===== config.mk =====
export PLATFORM = sky130hd
export DESIGN_NAME = cfr2_front
export DESIGN_NICKNAME = d
export VERILOG_FILES = /design/src/rtl/core/cfr2_pkg.sv /design/src/rtl/core/cfr2_front.sv
export SDC_FILE = /design/constraint.sdc
export NUM_CORES = 1
export LEC_CHECK = 0
export ABC_AREA = 1
export BUFFER_PORTS_ARGS = -buffer_cell sky130_fd_sc_hd__buf_2
export CAP_MARGIN = 20
export CORE_MARGIN = 1
export CORE_UTILIZATION = 34
export DETAILED_ROUTE_END_ITERATION = 10
export PLACE_DENSITY = 0.76
export SLEW_MARGIN = 0
export SYNTH_ARGS = -nofsm -noshare
export SYNTH_HDL_FRONTEND = slang
export SYNTH_SLANG_ARGS = --single-unit

===== constraint.sdc =====
create_clock -name i_clk -period 1.2 [get_ports i_clk]
set_input_delay 0.12 -clock i_clk [delete_from_list [all_inputs] [get_ports i_clk]]
set_output_delay 0.12 -clock i_clk [all_outputs]
set_load 0.005 [all_outputs]

===== src/rtl/core/cfr2_pkg.sv =====
// Shared constants and twiddle generation for the radix-2 FFT block.
// No dependencies; imported by the front, queue, back, top level and checker.
package cfr2_pkg;

    localparam int MAX_LOG2_POINTS_DEF = 6;
    localparam int SAMPLE_WIDTH_DEF    = 16;
    localparam int LOG2_REG_W          = 3;
    localparam logic [LOG2_REG_W-1:0] LOG2_RESET = 3'd6;
    localparam int TW_W                = 16;
    localparam longint unsigned PI_Q30 = 64'd3373259426;

    // unsigned quotient by shift and subtract, for elaboration-time tables
    function automatic logic [63:0] udiv(input logic [63:0] num, input logic [63:0] den);
        logic [63:0] q;
        logic [63:0] rem;
        begin
            q   = '0;
            rem = '0;
            for (int i = 63; i >= 0; i--) begin
                rem = {rem[62:0], num[i]};
                if (rem >= den) begin
                    rem  = rem - den;
                    q[i] = 1'b1;
                end
            end
            return q;
        end
    endfunction

    // sin(pi*idx/(2*pts)) in Q1.15 with pts = 2**lg, rounded to nearest, ties up,
    // clipped at 32767
    function automatic logic [TW_W-1:0] qsin_calc(input int unsigned idx,
                                                  input int unsigned lg);
        longint unsigned x;
        longint unsigned x2;
        longint unsigned term;
        longint          sum;
        longint          r;
        begin
            x    = (PI_Q30 * longint'(idx) + (64'd1 << lg)) >> (lg + 1);
            x2   = (x * x) >> 30;
            term = x;
            sum  = longint'(x);
            for (int n = 1; n <= 12; n++) begin
                term = udiv((term * x2) >> 30, 64'((2 * n) * (2 * n + 1)));
                if ((n & 1) == 1) sum = sum - longint'(term);
                else              sum = sum + longint'(term);
            end
            if (sum < 0) sum = 0;
            r = (sum + 16384) >>> 15;
            if (r > 32767) r = 32767;
            return TW_W'(r);
        end
    endfunction

endpackage


===== src/rtl/core/cfr2_front.sv =====
// Input side: counts samples in the frame and computes bit-reversed store addresses.
// Depends on cfr2_pkg; feeds cfr2_fifo.
module cfr2_front import cfr2_pkg::*; #(
    parameter int MAX_LOG2_POINTS = MAX_LOG2_POINTS_DEF,
    parameter int SAMPLE_WIDTH    = SAMPLE_WIDTH_DEF,
    parameter int LW              = $clog2(MAX_LOG2_POINTS + 1),
    parameter int DW              = MAX_LOG2_POINTS + 2 * SAMPLE_WIDTH + 1
) (
    input  logic                           i_clk,
    input  logic                           i_rst_n,
    input  logic [LW-1:0]                  i_log2,
    input  logic                           i_clear,
    input  logic                           i_sample_valid,
    output logic                           o_sample_ready,
    input  logic signed [SAMPLE_WIDTH-1:0] i_sample_re,
    input  logic signed [SAMPLE_WIDTH-1:0] i_sample_im,
    output logic                           o_push,
    output logic [DW-1:0]                  o_push_data,
    input  logic                           i_push_ready
);
    localparam int AW = MAX_LOG2_POINTS;

    logic [AW-1:0] r_count;
    logic [AW-1:0] n_count;
    logic [AW-1:0] rev_full;
    logic [AW-1:0] pos;
    logic [AW-1:0] last_idx;
    logic          is_last;

    // reverse across the full address width, then drop the unused low bits
    always_comb begin
        for (int b = 0; b < AW; b++) begin
            rev_full[AW-1-b] = r_count[b];
        end
        pos      = rev_full >> (AW - int'(i_log2));
        last_idx = AW'(((AW+1)'(1) << i_log2) - (AW+1)'(1));
        is_last  = (r_count == last_idx);
    end

    assign o_sample_ready = i_push_ready;
    assign o_push         = i_sample_valid & i_push_ready;
    assign o_push_data    = {pos, i_sample_re, i_sample_im, is_last};

    // advance the frame count on each transfer, restart on a register write
    always_comb begin
        n_count = r_count;
        if (i_clear) begin
            n_count = '0;
        end else if (o_push) begin
            n_count = is_last ? '0 : r_count + AW'(1);
        end
    end

    always_ff @(posedge i_clk) begin
        if (!i_rst_n) begin
            r_count <= '0;
        end else begin
            r_count <= n_count;
        end
    end

endmodule


# After elaboration in Yosys (flattened, before gate mapping)
# Index checks and enable logic that the tools add are counted.
[word_totals] regBits=6 output_inout_bits=41
[classes] addsub=3 n_eq_ne=1 n_shift=2 muxes=1 bitwise_logic=2 reduce_logical=1
[op_table] operator="6-bit by 32-bit >> shifter with 6-bit output" n=1
[op_table] operator="6-bit by 1-bit adder with 6-bit output, second input constant" n=1
[op_table] operator="6-bit == test" n=1
[op_table] operator="6-bit two-way mux" n=1
[op_table] operator="1-bit by 3-bit left shift with 6-bit output, first input constant" n=1
[op_table] operator="6-bit by 2-bit subtractor with 6-bit output, second input constant" n=1
[op_table] operator="3-bit by 3-bit subtractor with 4-bit output, first input constant" n=1
[op_table] operator="2-bit OR reduction" n=1
[op_table] operator="1-bit AND" n=1
[op_table] operator="1-bit inverter" n=1

# Longest topological paths before layout
[depth] ltp_word=4 depth_mapped=12 depth_no_buf=12

# Worst setup path after synthesis
# Ideal clock, no wire load.
[synth_timing] path_kind="input to output" from="input port i_log2[0]" to="output port o_push_data[0]" arrival_ns=1.052 required_time_ns=1.080 path_slack_ns=0.028 path_stages=10 path_buffers=1 path_cell_list="inv_1 -> ha_1 -> nor2_1 -> nand2_1 -> nand2_1 -> nand3_1 -> nand2_1 -> nand2_1 -> nor3_1 -> buf_4"
[synth_via] elab_chain_len=3
[synth_lines] element="start: declaration" line_no="cfr2_front.sv:11" rtl="input logic [LW-1:0] i_log2,"
[synth_lines] element="1-bit by 3-bit left shift with 6-bit output" line_no="cfr2_front.sv:36" rtl="last_idx = AW'(((AW+1)'(1) << i_log2) - (AW+1)'(1));"
[synth_lines] element="6-bit by 2-bit subtractor with 6-bit output" line_no="cfr2_front.sv:36"
[synth_lines] element="6-bit == test" line_no="cfr2_front.sv:37" rtl="is_last = (r_count == last_idx);"
[synth_lines] element="end: declaration" line_no="cfr2_front.sv:18" rtl="output logic [DW-1:0] o_push_data,"
# No other way between the ends.

# Worst setup path after layout
[layout_timing] from="register r_count[1]" to="output port o_push_data[0]"
[layout_via] elab_chain_len=1
[layout_lines] element="start: declaration" line_no="cfr2_front.sv:23" rtl="logic [AW-1:0] r_count;"
[layout_lines] element="start signal: assignment" line_no="cfr2_front.sv:58" rtl="r_count <= n_count;"
[layout_lines] element="6-bit == test" line_no="cfr2_front.sv:37"
# No other way between the ends.

==> flow_metrics.env <==
export IMPL_n_fill_cell=242
export IMPL_seq_area_frac_synth_pct=12.9
export IMPL_setup_viol=12
export IMPL_die_x_um=54.4
export IMPL_min_period_ns=1.34
export IMPL_crit_arrival_ns=1.22
export IMPL_vias=871
export IMPL_preCtsSetupSlack_ns=-0.179
export IMPL_powerDensity_nw_per_um2=584
export IMPL_io_buffers=16
export IMPL_setup_ws_ns=-0.142
export IMPL_syn_area_sq_um=935
export IMPL_clk_pin_slew_ns=0.05
export IMPL_grt_pass1_wl_um=3130
export IMPL_die_area_sq_um=2960
export IMPL_slowest_delay_ns=0.35
export IMPL_synthSimpleGateAreaFrac_pct=29.6
export IMPL_fin_nets=196
export IMPL_largest_register_ff_count=6
export IMPL_synth_edf_count=0
export IMPL_final_setup_skew_ns=0.00415
export IMPL_synth_fa_ha_area_share_pct=8.03
export IMPL_tightestPinTransition_ns=0.235
export IMPL_synth_compound_area_share_pct=7.76
export IMPL_gr_total_overflow=0
export IMPL_io_pin_count=81
export IMPL_synthCells=149
export IMPL_drt_wl_total_um=2120
export IMPL_ir_drop_uv=448
export IMPL_ys_ff_latch=6
export IMPL_die_h_um=54.4
export IMPL_syn_nets=195
export IMPL_grt_pass1_vias=760
export IMPL_cts_buffers=3
export IMPL_synth_xor_area_share_pct=4.69
export IMPL_clkLatencyLatePin_ns=0.25
export IMPL_clockBufferDepth=2
export IMPL_hold_class="in -> reg"
export IMPL_syn_to_final_growth_pct=19.9
export IMPL_drc=0
export IMPL_violations="negative setup slack"
export IMPL_synth_most_common_cell="buf_4"
export IMPL_netlist_top_cell_by_area="buf_4"
export IMPL_status="finished, violations left"
export IMPL_coreArea_sq_um=2540
export IMPL_antenna_left=0
export IMPL_hold_viol_final=0
export IMPL_synth_top_cell_area_share_pct=27.3
export IMPL_dpl_instance_area_sq_um=880
export IMPL_max_slew_margin_rel_pct=84.3
export IMPL_initial_utilization_pct=36.7
export IMPL_drtIter0Drc=24
export IMPL_gp_congestion=0.839
export IMPL_cp_max_fo=4
export IMPL_rsz0062_at_grt="yes"
export IMPL_top_regs="r_count (6)"
export IMPL_regMostFlops="r_count"
export IMPL_rows=18
export IMPL_path_class="reg -> out"
export IMPL_worst_path_dominant_cell_family="flip-flops"
export IMPL_drive_gt1_share_pct=51.4
export IMPL_async_flop_share_pct=0
export IMPL_synth_cell_types=23
export IMPL_dr_pass1_iters=4
export IMPL_hold_buffers=0
export IMPL_stdcell_area_sq_um=1120
export IMPL_routed_via_density=4.89
export IMPL_htreeDepth=1
export IMPL_cts_sinks=6
export IMPL_leakage_nw=0.511
export IMPL_critPathRequiredTime_ns=1.08
export IMPL_yosys_warnings=0
export IMPL_antenna_cells=0
export IMPL_ys_top_cells_by_area="buf_4 (27%), dfxtp_1 (13%), nand2_1 (12%)"
export IMPL_synth_top_family_by_area="buffers and inverters"
export IMPL_cts_root_buf="clkbuf_4"
export IMPL_antenna_found_initial=0
export IMPL_slowest_stage="dfxtp_2"
export IMPL_grt_usage_pct=15.0
export IMPL_min_period_over_period_pct=112
export IMPL_netlist_top_cells_count="buf_4 (34), nand2_1 (30), nor2_1 (17), inv_1 (16), nand3_1 (11)"
export IMPL_post_dp_hpwl_um=1380
export IMPL_cp_cell_sequence="inv_2 -> o21ai_2 -> nand2_1 -> nor2_1 -> nand2_1 -> nor3_2 -> buf_2"
export IMPL_syn_avg_cell_area_sq_um=6.27
export IMPL_cp_num_buf_inv=2
export IMPL_routedWlPerCell_um=11.9
export IMPL_grt_max_degree=10
export IMPL_cts_tree="done"
export IMPL_final_max_slew_violation_count=0
export IMPL_drv_cap=0
export IMPL_max_freq_mhz=745
export IMPL_final_util_pct=44.1
export IMPL_end_kind="primary output"
export IMPL_crit_top_cell="nand2_1"
export IMPL_synthFlopType="dfxtp_1"
export IMPL_synth_area_mux_share_pct=0
export IMPL_cp_start_kind="flop"
[worst reg2reg max path, stage by stage (launching register included)]
cell     delay [ns]
dfxtp_2        0.35
inv_2          0.08
o21ai_2        0.07
nand2_1        0.07
nor2_1         0.08
nand2_1        0.08
nor2_1         0.13
nand3_2        0.10
nand2_4        0.10
nor2_1         0.05
[per-layer routing]
| layer | GRT usage (%) | part of all wire (%) | up-vias |
|---|---|---|---|
| li1 | - | - | 434 |
| met1 | 17.5 | 44 | 395 |
| met2 | 24.2 | 47 | 40 |
| met3 | 5.56 | 7.8 | 2 |
| met4 | 6.84 | 0.90 | 0 |
| met5 | 0 | 0 | - |
[worst paths after layout]
path	cells after the start	endpoint	slack, ns	from
max reg2reg	9	r_count[5]$_SDFFE_PP0P_	-0.02	r_count[1]$_SDFFE_PP0P_
min reg2reg	2	r_count[5]$_SDFFE_PP0P_	0.52	r_count[5]$_SDFFE_PP0P_
max	7	o_push_data[0]	-0.14	r_count[1]$_SDFFE_PP0P_
min	4	r_count[1]$_SDFFE_PP0P_	0.18	i_clear
[where the power goes]
group	internal [W]	total [W]	leakage [nW]	switching, W
registers	0.000199	0.000202	0.0521	0.00000339
logic	0.000122	0.000266	0.445	0.000144
clock network	0.000113	0.000187	0.0138	0.0000738
total	0.000434	0.000655	0.511	0.000221
[logic make-up after synthesis]
| group | Yosys count |
|---|---|
| DFF | 6 |
| and+or+nand+nor | 65 |
| buffers and inverters | 55 |
| adders and majority gates | 6 |
| xor gates and xnor gates | 5 |
| AOI/OAI and AO/OA | 12 |
[cells in the final DEF, fill, tap and decap left out]
cell / Yosys / final
o22ai_2: 0 / 3
nor3_2: 1 / 3
buf_6: 1 / 4
inv_2: 2 / 8
nand2_4: 0 / 1
a211oi_2: 0 / 1
nand2_1: 30 / 29
ha_1: 6 / 1
nor2_4: 0 / 1
ha_4: 0 / 4
buf_8: 0 / 2
xor2_1: 5 / 4
inv_6: 1 / 1
nor2_2: 0 / 2
dfxtp_4: 0 / 2
buf_4: 34 / 12
ha_2: 0 / 1
inv_1: 16 / 8
inv_4: 0 / 2
a22oi_1: 1 / 1
o21ai_2: 0 / 1
a21oi_4: 0 / 1
buf_2: 0 / 14
xor2_2: 0 / 1
nand2_2: 2 / 2
clkbuf_4: 0 / 3
nand3_1: 11 / 8
nand3_2: 0 / 3
o211ai_1: 1 / 1
o22ai_1: 4 / 1
dfxtp_2: 0 / 4
o21ai_0: 1 / 1
nand4_1: 2 / 2
a21oi_1: 3 / 2
nor2_1: 17 / 14
[per-stage QoR]
stage,setup TNS [ns],cells,total power [W],hold slack (ns)
finish,-0.609,178,0.000655,0.184
CTS,-0.665,178,0.000648,0.178
global route,-1.73,178,0.000712,0.202
global placement,-2.08,172,0.000401,0.240
floorplan,0,149,0.000413,0.321
detailed placement,-2.02,172,0.000402,0.240
[layout make-up]
cell class / instances / area, sq um / share of cell area [%]
well taps: 30 / 37.5 / 3.35
repair buffers: 32 / 235 / 21.0
inverters: 19 / 81.3 / 7.25
clock buffers: 3 / 22.5 / 2.01
flip-flops and latches: 6 / 133 / 11.8
multi-input cells: 88 / 612 / 54.6
[timing repair]
item | CTS | global route
gates resized for setup | 41 | 14
setup buffers | 4 | 0
setup endpoints to repair | 13 | 13
pin swaps | 15 | 9
Note: power is estimated with default switching activity, not from simulation.
