<file path="config.mk">
export PLATFORM = sky130hd
export DESIGN_NAME = cfr2_fifo
export DESIGN_NICKNAME = d
export VERILOG_FILES = /design/src/rtl/core/cfr2_pkg.sv /design/src/rtl/core/cfr2_fifo.sv
export SDC_FILE = /design/constraint.sdc
export NUM_CORES = 1
export LEC_CHECK = 0
export BUFFER_PORTS_ARGS = -buffer_cell sky130_fd_sc_hd__buf_2
export CORE_MARGIN = 1.5
export CORE_UTILIZATION = 61
export CTS_CLUSTER_SIZE = 16
export DETAILED_ROUTE_END_ITERATION = 8
export PLACE_DENSITY = 0.84
export SYNTH_ARGS = -nofsm -noshare
export SYNTH_HDL_FRONTEND = slang
export SYNTH_SLANG_ARGS = --single-unit
</file>
<file path="constraint.sdc">
create_clock -name i_clk -period 5.3 [get_ports i_clk]
set_input_delay 0.265 -clock i_clk [delete_from_list [all_inputs] [get_ports i_clk]]
set_output_delay 0.265 -clock i_clk [all_outputs]
set_load 0.005 [all_outputs]
</file>
<file path="src/rtl/core/cfr2_pkg.sv">
// Shared constants and twiddle generation for the radix-2 FFT block.
// No dependencies; imported by the front, queue, back, top level and checker.
package cfr2_pkg;

    localparam int MAX_LOG2_POINTS_DEF = 6;
    localparam int SAMPLE_WIDTH_DEF    = 16;
    localparam int LOG2_REG_W          = 3;
    localparam logic [LOG2_REG_W-1:0] LOG2_RESET = 3'd6;
    localparam int TW_W                = 16;
    localparam longint unsigned PI_Q30 = 64'd3373259426;

    // unsigned quotient by shift and subtract, for elaboration-time tables
    function automatic logic [63:0] udiv(input logic [63:0] num, input logic [63:0] den);
        logic [63:0] q;
        logic [63:0] rem;
        begin
            q   = '0;
            rem = '0;
            for (int i = 63; i >= 0; i--) begin
                rem = {rem[62:0], num[i]};
                if (rem >= den) begin
                    rem  = rem - den;
                    q[i] = 1'b1;
                end
            end
            return q;
        end
    endfunction

    // sin(pi*idx/(2*pts)) in Q1.15 with pts = 2**lg, rounded to nearest, ties up,
    // clipped at 32767
    function automatic logic [TW_W-1:0] qsin_calc(input int unsigned idx,
                                                  input int unsigned lg);
        longint unsigned x;
        longint unsigned x2;
        longint unsigned term;
        longint          sum;
        longint          r;
        begin
            x    = (PI_Q30 * longint'(idx) + (64'd1 << lg)) >> (lg + 1);
            x2   = (x * x) >> 30;
            term = x;
            sum  = longint'(x);
            for (int n = 1; n <= 12; n++) begin
                term = udiv((term * x2) >> 30, 64'((2 * n) * (2 * n + 1)));
                if ((n & 1) == 1) sum = sum - longint'(term);
                else              sum = sum + longint'(term);
            end
            if (sum < 0) sum = 0;
            r = (sum + 16384) >>> 15;
            if (r > 32767) r = 32767;
            return TW_W'(r);
        end
    endfunction

endpackage

</file>
<file path="src/rtl/core/cfr2_fifo.sv">
// Four-entry queue between the sample front end and the transform engine.
// Depends on cfr2_pkg for the default payload width.
module cfr2_fifo import cfr2_pkg::*; #(
    parameter int DW = MAX_LOG2_POINTS_DEF + 2 * SAMPLE_WIDTH_DEF + 1
) (
    input  logic          i_clk,
    input  logic          i_rst_n,
    input  logic          i_push,
    input  logic [DW-1:0] i_push_data,
    output logic          o_push_ready,
    input  logic          i_pop,
    output logic          o_pop_valid,
    output logic [DW-1:0] o_pop_data
);
    localparam int DEPTH = 4;
    localparam int PW    = $clog2(DEPTH);

    logic [DW-1:0] r_slot [DEPTH];
    logic [PW-1:0] r_head;
    logic [PW-1:0] r_tail;
    logic [PW:0]   r_fill;
    logic          do_pop;

    assign o_push_ready = (r_fill != (PW+1)'(DEPTH));
    assign o_pop_valid  = (r_fill != '0);
    assign o_pop_data   = r_slot[r_head];
    assign do_pop       = i_pop & o_pop_valid;

    // hold payload in the slots
    always_ff @(posedge i_clk) begin
        if (i_push) begin
            r_slot[r_tail] <= i_push_data;
        end
    end

    // advance pointers and fill level
    always_ff @(posedge i_clk) begin
        if (!i_rst_n) begin
            r_head <= '0;
            r_tail <= '0;
            r_fill <= '0;
        end else begin
            if (i_push) r_tail <= r_tail + PW'(1);
            if (do_pop) r_head <= r_head + PW'(1);
            r_fill <= r_fill + (PW+1)'(i_push) - (PW+1)'(do_pop);
        end
    end

endmodule

</file>
# Word-level counts from Yosys, hierarchy flattened
# Memories as Yosys holds them, arrays and structs flattened. A register that Yosys moved wholly into a read port is not among the register bits.
# Index checks and enable logic that the tools add are counted.
[classes]
mux = 4
n_reduce_logical = 1
n_bitwise = 1
eq_ne = 1
addsub = 4
[ops]
columns = ["operator", "n"]
rows = [
  ["adder 2 x 1 -> 2 bit, second input constant", 2],
  ["2-to-1 mux 2 bit", 2],
  ["adder 3 x 1 -> 3 bit", 1],
  ["!= test 3 bit, second input constant", 1],
  ["nonzero test 3 bit", 1],
  ["subtractor 3 x 1 -> 3 bit", 1],
  ["2-to-1 mux 1 bit", 2],
  ["AND 1 bit", 1],
]
[word_totals]
input_bits = 43
n_memories = 1
output_inout_bits = 41
ram_bits = 156
wordCells = 15
regBits = 7
[mem_list]
columns = ["memory", "depth", "width", "read_ports", "rd_clocked_by_memory_dff", "wr", "line_no", "source"]
rows = [
  ["r_slot", 4, 39, 1, 1, 1, "cfr2_fifo.sv:18", "logic [DW-1:0] r_slot [DEPTH];"],
]

# Longest topological paths before layout
# Gate-level depths: netlist of the first run.
[depth]
depth_word = 4
depth_mapped = 8
mapped_depth_nobuf = 8

# Worst setup path before layout of the first run
# No wires, ideal clock.
[synth_timing]
path_type = "register to register"
from = "register r_tail[0]"
to = "memory r_slot[2][0] (netlist name) (enable)"
path_stages_with_launch = 4
arrival_ns = 1.487
path_slack_ns = 3.413
n_path_buf = 0
required_time_ns = 4.900
cell_sequence = "dfxtp_1 -> inv_1 -> ha_1 -> and2_1"
[synth_rtl]
columns = ["item", "line_no", "source"]
rows = [
  ["from (decl)", "cfr2_fifo.sv:20", "logic [PW-1:0] r_tail;"],
  ["from (signal assigned)", "cfr2_fifo.sv:43", "if (i_push) r_tail <= r_tail + PW'(1);"],
  ["to (decl)", "cfr2_fifo.sv:18", ""],
]
# No word-level cell before the write port.

==> impl.org, run 1 <==
** STA
- Final Hold Violating Endpoints :: 0
- After routing, the total negative slack on setup checks comes to 0 ns.
- Fmax :: around 0.38 GHz
- Unrepaired setup endpoints after global routing :: no
- In this run the tightest slew margin relative to its limit is a little over a quarter.
- Hold slack :: approximately 0.074 ns
- Final Setup Violations :: 0
- On the final layout, the worst clock skew is 0.0116 ns.
- Fin. max-slew vios :: 0
- Final Cycle Share :: 49.5%
- Transition time of the tightest slew-check pin :: about 1.1 ns
- Final Critical Period :: approximately 2.6 ns

** Global route
- Largest net degree at the start of global routing :: 40
- The number of global-route vias before repair is between 3000 and 4000.
- First-pass GRT wire length :: 16100 um
- Global route overflow :: 0
- GRT Total Usage :: 22.1%
- The number of antenna violations at the first check in global routing was 0.

** Drt
- Dividing the detail-routed wire length by the instance count gives ~20 um.
- In this run the remaining antenna-violating nets after routing total 0.
- Detailed-route vias per instance :: between 5 and 6
- Detailed Route Iter0 Violations :: roughly 150
- For this block, the routed nets add up to 10800 um of wire.
- For this run, the detailed router's first-pass iteration total came to 4.
- Remaining routing DRC violations :: 0
- Number of vias after detailed routing :: 2951

** CTS
- No sink is reached through more buffers than the 2 on the longest clock path.
- In this run the number of H-tree levels came out at 4.
- The tree is rooted in a sky130_fd_sc_hd__clkbuf_8.
- Worst-path clk slew :: 0.06 ns
- The clock reaches the later pin of the worst-skew pair after 0.52 ns.
- Post-CTS repair timing setup buffer count :: 0
- Counting the buffers created by CTS gives 17.
- In this run, post-CTS hold repair placed 39 buffers.
- Number of clock sinks seen by CTS :: ~170
- In this run, post-CTS repair resized a total of 0 instances.
- TritonCTS built the clock tree.

** Floorplan
- 84 I/O pins were placed.
- The floorplan step defined a die boundary enclosing 0.0106 mm^2.
- Core ar. :: 0.00973 mm^2
- Once the floorplan was initialized, standard cells occupied between 60% and 70% of the core.
- Die extent in x :: around 100 um
- The floorplan has 36 rows.
- Die span in y :: 103 um

** Synth
- After synthesis the netlist holds a flip-flop and latch count of about 170.
- For this run, the register share of the synthesized area comes to roughly four fifths.
- Mean Syn Cell Area :: roughly 25 um^2
- Synthesized netlist net count :: about 300
- Count of flip-flops with a built-in enable after synthesis :: ~160
- Synthesis handed over a netlist of 248 instances.
- The most used flip-flop cell after synthesis is sky130_fd_sc_hd__edfxtp_1.
- Cell area after synthesis :: between 0.006 and 0.007 mm^2
- For this run, the number of Yosys warnings is 0.
- Yosys mapped the design onto 21 distinct sky130hd cell types.
- Asr flop ratio synth :: 0%

** Placed design
- The wire-length estimate of the detail-placed layout is approximately 5600 um.
- IO buf count :: a little over 80
- Placed inst area :: about 0.0066 mm^2
- Routability-driven placement finished with a final weighted congestion of a little under 0.7.
- Placed insts :: 457

** Final layout
- Post-Layout Cell Count :: ~530
- Layout cell share with drive strength beyond 1 :: between 30% and 40%
- Counting the fill cells in the layout gives about 560.
- In the final layout, flip-flops and latches occupy 0.00487 mm^2.
- Total Nets Final :: between 400 and 500
- Summing all non-filler instances in the final layout gives an area of about 0.0076 mm^2.
- Area taken by multi-input logic gates :: about 0.0012 mm^2
- From synthesis to final layout, the design area changed by 24.3%.
- Diodes inserted :: 0

** Run
- Max-capacitance violation count :: 0

** Pwr
- Power Density :: around 420 mW/mm^2
- LEAKAGE :: around 2.6 nW
- The worst-case IR drop observed on VDD is 0.234 mV.

** Worst hold path
- Worst hold path class :: input pin to flop

** Critical path
- The worst setup path is of the flop to primary output kind.
- The worst setup path is launched from a flop.
- The worst setup path is captured at a primary output.
- Data arrival time of the critical path :: approximately 2.4 ns
- For the worst setup path, the data required time is 5.04 ns.
- Crit Path Max Fanout :: 33

** Outcome
- The flow ran to the end, and the final reports show no timing, DRC or antenna violations.
-- cell usage after synthesis (2+ instances only) --
library cell / n / area, um^2
sky130_fd_sc_hd__nand2_1: 3 / 11.3
sky130_fd_sc_hd__edfxtp_1: 156 / 4680
sky130_fd_sc_hd__dfxtp_1: 9 / 180
sky130_fd_sc_hd__clkbuf_1: 2 / 7.51
sky130_fd_sc_hd__mux4_2: 39 / 878
sky130_fd_sc_hd__mux2i_1: 4 / 40.0
sky130_fd_sc_hd__buf_6: 2 / 22.5
sky130_fd_sc_hd__inv_1: 5 / 18.8
sky130_fd_sc_hd__buf_2: 2 / 10.0
sky130_fd_sc_hd__buf_4: 2 / 15.0
sky130_fd_sc_hd__nand2b_1: 2 / 12.5
sky130_fd_sc_hd__and2_1: 6 / 37.5
sky130_fd_sc_hd__ha_1: 6 / 75.1
sky130_fd_sc_hd__nor2b_1: 3 / 18.8
-- area by class of cell --
cell class / count / share of cell area [%]
clock buffer: 23 / 5.90
clock inverter: 9 / 1.37
inverter: 5 / 0.248
multi-input combinational: 70 / 15.3
sequential: 165 / 64.3
tap: 133 / 2.20
timing repair buffer: 123 / 10.7
-- sequential cells by signal, summed over array words and instances, names as in the netlist, named ones only --
name and cells:
r_slot 156, r_head 2, r_tail 2, r_fill 3
-- critical path, cell delays in order, from the launching register on --
cell and delay [ns]:
sky130_fd_sc_hd__dfxtp_2 0.47, sky130_fd_sc_hd__buf_4 0.60, sky130_fd_sc_hd__mux4_2 0.61, sky130_fd_sc_hd__buf_2 0.15
-- final timing paths --
check                                       to  slack, ns  cells after the start  startpoint
worst max register to register       r_fill[2]       3.33                      8   r_fill[1]
worst min-delay path                 r_fill[0]       0.07                      2     i_rst_n
worst min register to register            flop       0.48                      2   r_head[1]
worst max-delay path            o_pop_data[14]       2.68                      3        flop
-- routing by layer --
layer	global-route usage, %	share of wire (%)	vias up
li1	-	-	1311
met1	29.3	42	1518
met2	35.5	51	116
met3	7.39	6.1	6
met4	7.07	0.80	0
met5	0	0	-
-- layout by cell type (no fill, tap or decap), types with 5 or more instances in the layout --
cell type,instances
sky130_fd_sc_hd__edfxtp_1,156
sky130_fd_sc_hd__buf_2,83
sky130_fd_sc_hd__mux4_2,39
sky130_fd_sc_hd__dlygate4sd3_1,39
sky130_fd_sc_hd__clkbuf_16,16
sky130_fd_sc_hd__dfxtp_1,7
sky130_fd_sc_hd__ha_1,6
sky130_fd_sc_hd__inv_1,5
sky130_fd_sc_hd__clkbuf_1,5
-- logic make-up after synthesis --
| family | synth area share [%] |
|---|---|
| buffers and inverters | 1.21 |
| DFF | 79.9 |
| muxes | 15.1 |
| AOI/OAI and AO/OA | 0.288 |
| adders and majority gates | 1.56 |
| xor gates and xnor gates | 0.514 |
| and+or+nand+nor | 1.48 |
-- power breakdown --
part	internal, W	leakage [nW]	switching (W)
sequential	0.00151	1.51	0.0000574
combinational	0.000297	0.853	0.000215
clock	0.000681	0.266	0.000455
total	0.00249	2.63	0.000727
-- stage by stage --
step           power, W  setup WS [ns]  utilization, %
6_report        0.00321           2.68            77.8
5_1_grt         0.00336           2.49            77.8
4_1_cts         0.00324           2.60            77.8
3_5_place_dp    0.00209           3.17            68.2
3_3_place_gp    0.00208           3.16            68.2
2_1_floorplan   0.00191           3.41               -
Note: power is estimated with default switching activity, not from simulation.
==> inputs of run 2 (changes only) <==
ABC_AREA = 1   (was unset)
CORE_UTILIZATION = 57   (was 61)
PLACE_DENSITY = 0.79   (was 0.84)
clock period = 2.7 ns   (was 5.3 ns; I/O delays follow)
==> impl.org, run 2 <==
** Outcome
- The flow ran to the end, and the final reports show no timing, DRC or antenna violations.

** Floorplan
- Core ar. :: 0.0107 mm^2 (+10%)
- The overall die height is 108 um (+4.6%).
- The total number of placement rows came to 38 (+5.6%).
- DIE AREA :: 0.0116 mm^2 (+9.5%)
- Initial Utilization :: 58.2% (-4.5 points)
- Die extent in x :: 108 um (+4.6%)
- Number of I/O pins :: 84 (unchanged)

** Final layout
- The share of layout cells above drive strength 1 is 22.0% (-17 points).
- The area of all placed cells without fillers was 0.00782 mm^2 (+3.2%).
- Most common cell after layout, fill and taps aside :: sky130_fd_sc_hd__edfxtp_1
- Diodes inserted :: 0 (unchanged)
- Highest-count cells in the layout ignoring fill and taps :: 156 x sky130_fd_sc_hd__edfxtp_1, 84 x sky130_fd_sc_hd__nor2_1, 83 x sky130_fd_sc_hd__buf_2
- Register with the most flip-flops :: r_slot
- Total Nets Final :: 614 (+42%)
- The final-layout fill cell count came to 690 (+23%).
- Max reg flops :: 156 (unchanged)
- The largest registers in the layout are r_slot x156, r_fill x3.
- The area growth from synthesis to layout is 25.1%.

** Global route
- The total global routing track utilization came to 23.0% (+0.87 points).
- Initial antenna violation count :: 0 (unchanged)
- The pin count of the biggest net entering global routing is 79 (+98%).
- The total grt overflow came to 0 (unchanged).
- The wire length of the first global-routing pass came to 19700 um (+23%).
- Via count of the first global-routing pass :: 4073 (+35%)

** CTS
- The clock slew at the register clock pins of the worst setup and hold paths came to 0.06 ns (about the same).
- Number of buffers created by CTS :: 17 (unchanged)
- Post-CTS resize count :: 0 (unchanged)
- The cell sitting at the root of the clock tree is a sky130_fd_sc_hd__clkbuf_8.
- The clock insertion delay at the later pin of the skew report was 0.52 ns (about the same).
- The maximum clock path buffer count came to 2 (unchanged).
- Clock tree from TritonCTS :: built
- The post-CTS setup repair buffer count came to 0 (unchanged).
- The deepest level of the CTS H-tree was 4 (unchanged).
- Hold_buf cts :: 42 (+7.7%)
- The number of clock sinks seen by CTS was 165 (unchanged).

** STA
- Fmax :: 0.434 GHz
- Final Setup Violations :: 0 (unchanged)
- The final number of max-transition violations is 0 (unchanged).
- The setup TNS is 0 ns (unchanged).
- Transition time of the tightest slew-check pin :: 0.756 ns (-0.336 ns)
- Final Hold Violating Endpoints :: 0 (unchanged)
- Unrepaired setup endpoints after global routing :: no
- Of the available clock period, the critical path in the final layout requires 85.3%.
- Slew Limit Headroom :: 49.6% (+22 points)
- The setup clock skew after layout is 0.00654 ns (-0.00508 ns).
- Counting I/O delays and the setup requirement, the final critical path takes approximately 2.3 ns.

** Synth
- In the synthesized netlist the dominant register cell turns out to be sky130_fd_sc_hd__edfxtp_1.
- Total number of yosys warnings :: 0 (unchanged)
- Share of the yosys chip area belonging to registers :: 77.9% (-2.0 points)
- The fraction of post-synthesis cell area in the top cell type by area came to 75.0% (-1.9 points).
- Gate count after technology mapping :: 439 (+77%)
- Synth area leaders :: sky130_fd_sc_hd__edfxtp_1 75%, sky130_fd_sc_hd__o21ai_0 6.3%, sky130_fd_sc_hd__nor2_1 5.0%
- Synthesized netlist net count :: 489 (+64%)
- The register bit count reported by yosys was 165 (unchanged).
- The count of flip-flops with a built-in enable after synthesis is 156 (unchanged).
- Commonest cells in the synthesized netlist :: 156 x sky130_fd_sc_hd__edfxtp_1, 84 x sky130_fd_sc_hd__nor2_1, 79 x sky130_fd_sc_hd__o21ai_0
- sky130_fd_sc_hd__edfxtp_1 takes more of the synthesized area than any other cell.
- Mean Syn Cell Area :: 14.2 um^2 (-42%)
- The share of flip-flops with an asynchronous set or reset was 0% (unchanged).
- The count of cell types in the netlist was 21 (unchanged).
- Top-count cell post-synth :: sky130_fd_sc_hd__edfxtp_1
- The post-synthesis instance area was 0.00625 mm^2 (+2.6%).

** Critical path
- STA classifies the critical path endpoint as a primary output.
- The number of cells on the worst reg-to-reg path is 9 (+1).
- Crit path required time :: 2.57 ns (-2.47 ns)
- Class of the most critical setup path :: flop to primary output
- The maximum fanout along the worst path came to 78 (+140%).
- Destination of the worst register-to-register timing path :: r_fill[2]
- STA classifies the critical path startpoint as a flop.
- Worst reg-to-reg setup slack :: 0.78 ns (-2.55 ns)
- The data arrival time of the critical path came to 2.17 ns (-0.19 ns).
- Crit Reg-Reg Startpoint :: r_fill[1]

** Drt
- The wire length reported by the detailed router came to 12800 um (+19%).
- First-pass detailed-route iteration total :: 6 (+2)
- Number of nets with antenna violations after routing :: 0 (unchanged)
- The iteration-0 DRC count of the detailed router was 311 (+110%).
- Post-detailed-route wirelength per cell :: 17.8 um (-13%)
- Remaining routing DRC violations :: 0 (unchanged)
- The detail-routed via count per cell came to 5.56 (-0.48%).
- The number of vias in the routed layout was 3988 (+35%).

** Worst hold path
- In this run the most critical hold path is launched from i_push_data[34].
- The cell depth of the worst hold path was 2 (unchanged).
- Worst hold path class :: input pin to flop
- The worst hold path terminates at r_slot[0][34].

** Placed design
- The total placed instance area was 0.00676 mm^2 (+1.9%).
- The number of buffers added on ports is 83 (unchanged).
- The final weighted congestion of routability-driven global placement is 0.735 (+8.0%).
- The total half-perimeter wirelength after legalization and detailed placement is 6630 um (+19%).

** Run
- The total of max-cap violations was 0 (unchanged).

** Pwr
- Power Density :: 872 mW/mm^2 (+110%)
- Peak supply drop :: 0.493 mV (+110%)
- LEAKAGE :: 2.85 nW (+8.6%)
run 2: area by class of cell:
type / count / area [um^2] / area share, %
Tap cell: 140 / 175 / 2.24
Clock buffer: 17 / 414 / 5.30
Multi-Input combinational cell: 232 / 1150 / 14.7
Timing Repair Buffer: 131 / 918 / 11.7
Sequential cell: 165 / 4870 / 62.2
Inverter: 17 / 66.3 / 0.848
Clock inverter: 15 / 225 / 2.88
run 2: through the flow:
| stage | instances | hold slack, ns | total power (W) | setup WS (ns) | utilization (%) |
|---|---|---|---|---|---|
| 6_report | 717 | 0.366 | 0.00682 | 0.396 | 72.8 |
| 3_5_place_dp | 643 | 0.350 | 0.00426 | 0.787 | 62.9 |
| 4_1_cts | 717 | 0.338 | 0.00685 | 0.374 | 72.8 |
| 3_3_place_gp | 643 | 0.344 | 0.00419 | 0.929 | 62.9 |
| 2_1_floorplan | 439 | 0.233 | 0.00382 | 0.951 | - |
| 5_1_grt | 717 | 0.347 | 0.00711 | 0.262 | 72.8 |
run 2: routing by layer:
layer	share of wire [%]	GRT usage [%]	vias up
li1	-	-	1875
met1	42	28.5	1974
met2	52	38.8	131
met3	5.4	6.84	8
met4	0.87	7.99	0
met5	0	0	-
run 2: how the worst max path moves through the flow:
stage | from | to | slack, ns | depth (start not counted)
2_1_floorplan | r_tail[0] | r_slot[2][0] | 0.95 | 4
3_3_place_gp | r_fill[1] | r_fill[2] | 0.93 | 9
3_5_place_dp | r_fill[1] | r_fill[2] | 0.79 | 9
4_1_cts | flop | o_pop_data[2] | 0.37 | 4
5_1_grt | flop | o_pop_data[2] | 0.26 | 4
6_report | flop | o_pop_data[2] | 0.40 | 4
run 2: critical path, stage by stage (launching register included):
cell and delay [ns]:
sky130_fd_sc_hd__dfxtp_2 0.35, sky130_fd_sc_hd__buf_4 0.62, sky130_fd_sc_hd__o21ai_0 0.24, sky130_fd_sc_hd__o22ai_1 0.26, sky130_fd_sc_hd__buf_2 0.16
run 2: cells by family (layout without fill, tap and decap cells):
kind of cell	Yosys count	in the layout	synth area share (%)
flip-flops	165	165	77.9
AO/OA/AOI/OAI	126	126	11.0
AND/OR/NAND/NOR	99	99	5.97
buffers and inverters	42	180	3.70
adder cells (fa/ha/maj)	7	7	1.52
run 2: report_power, final:
part	total, W	internal (W)	switching [W]	leakage (nW)
combinational	0.00128	0.000476	0.000801	1.04
sequential	0.00299	0.00294	0.0000495	1.51
clock	0.00255	0.00160	0.000948	0.303
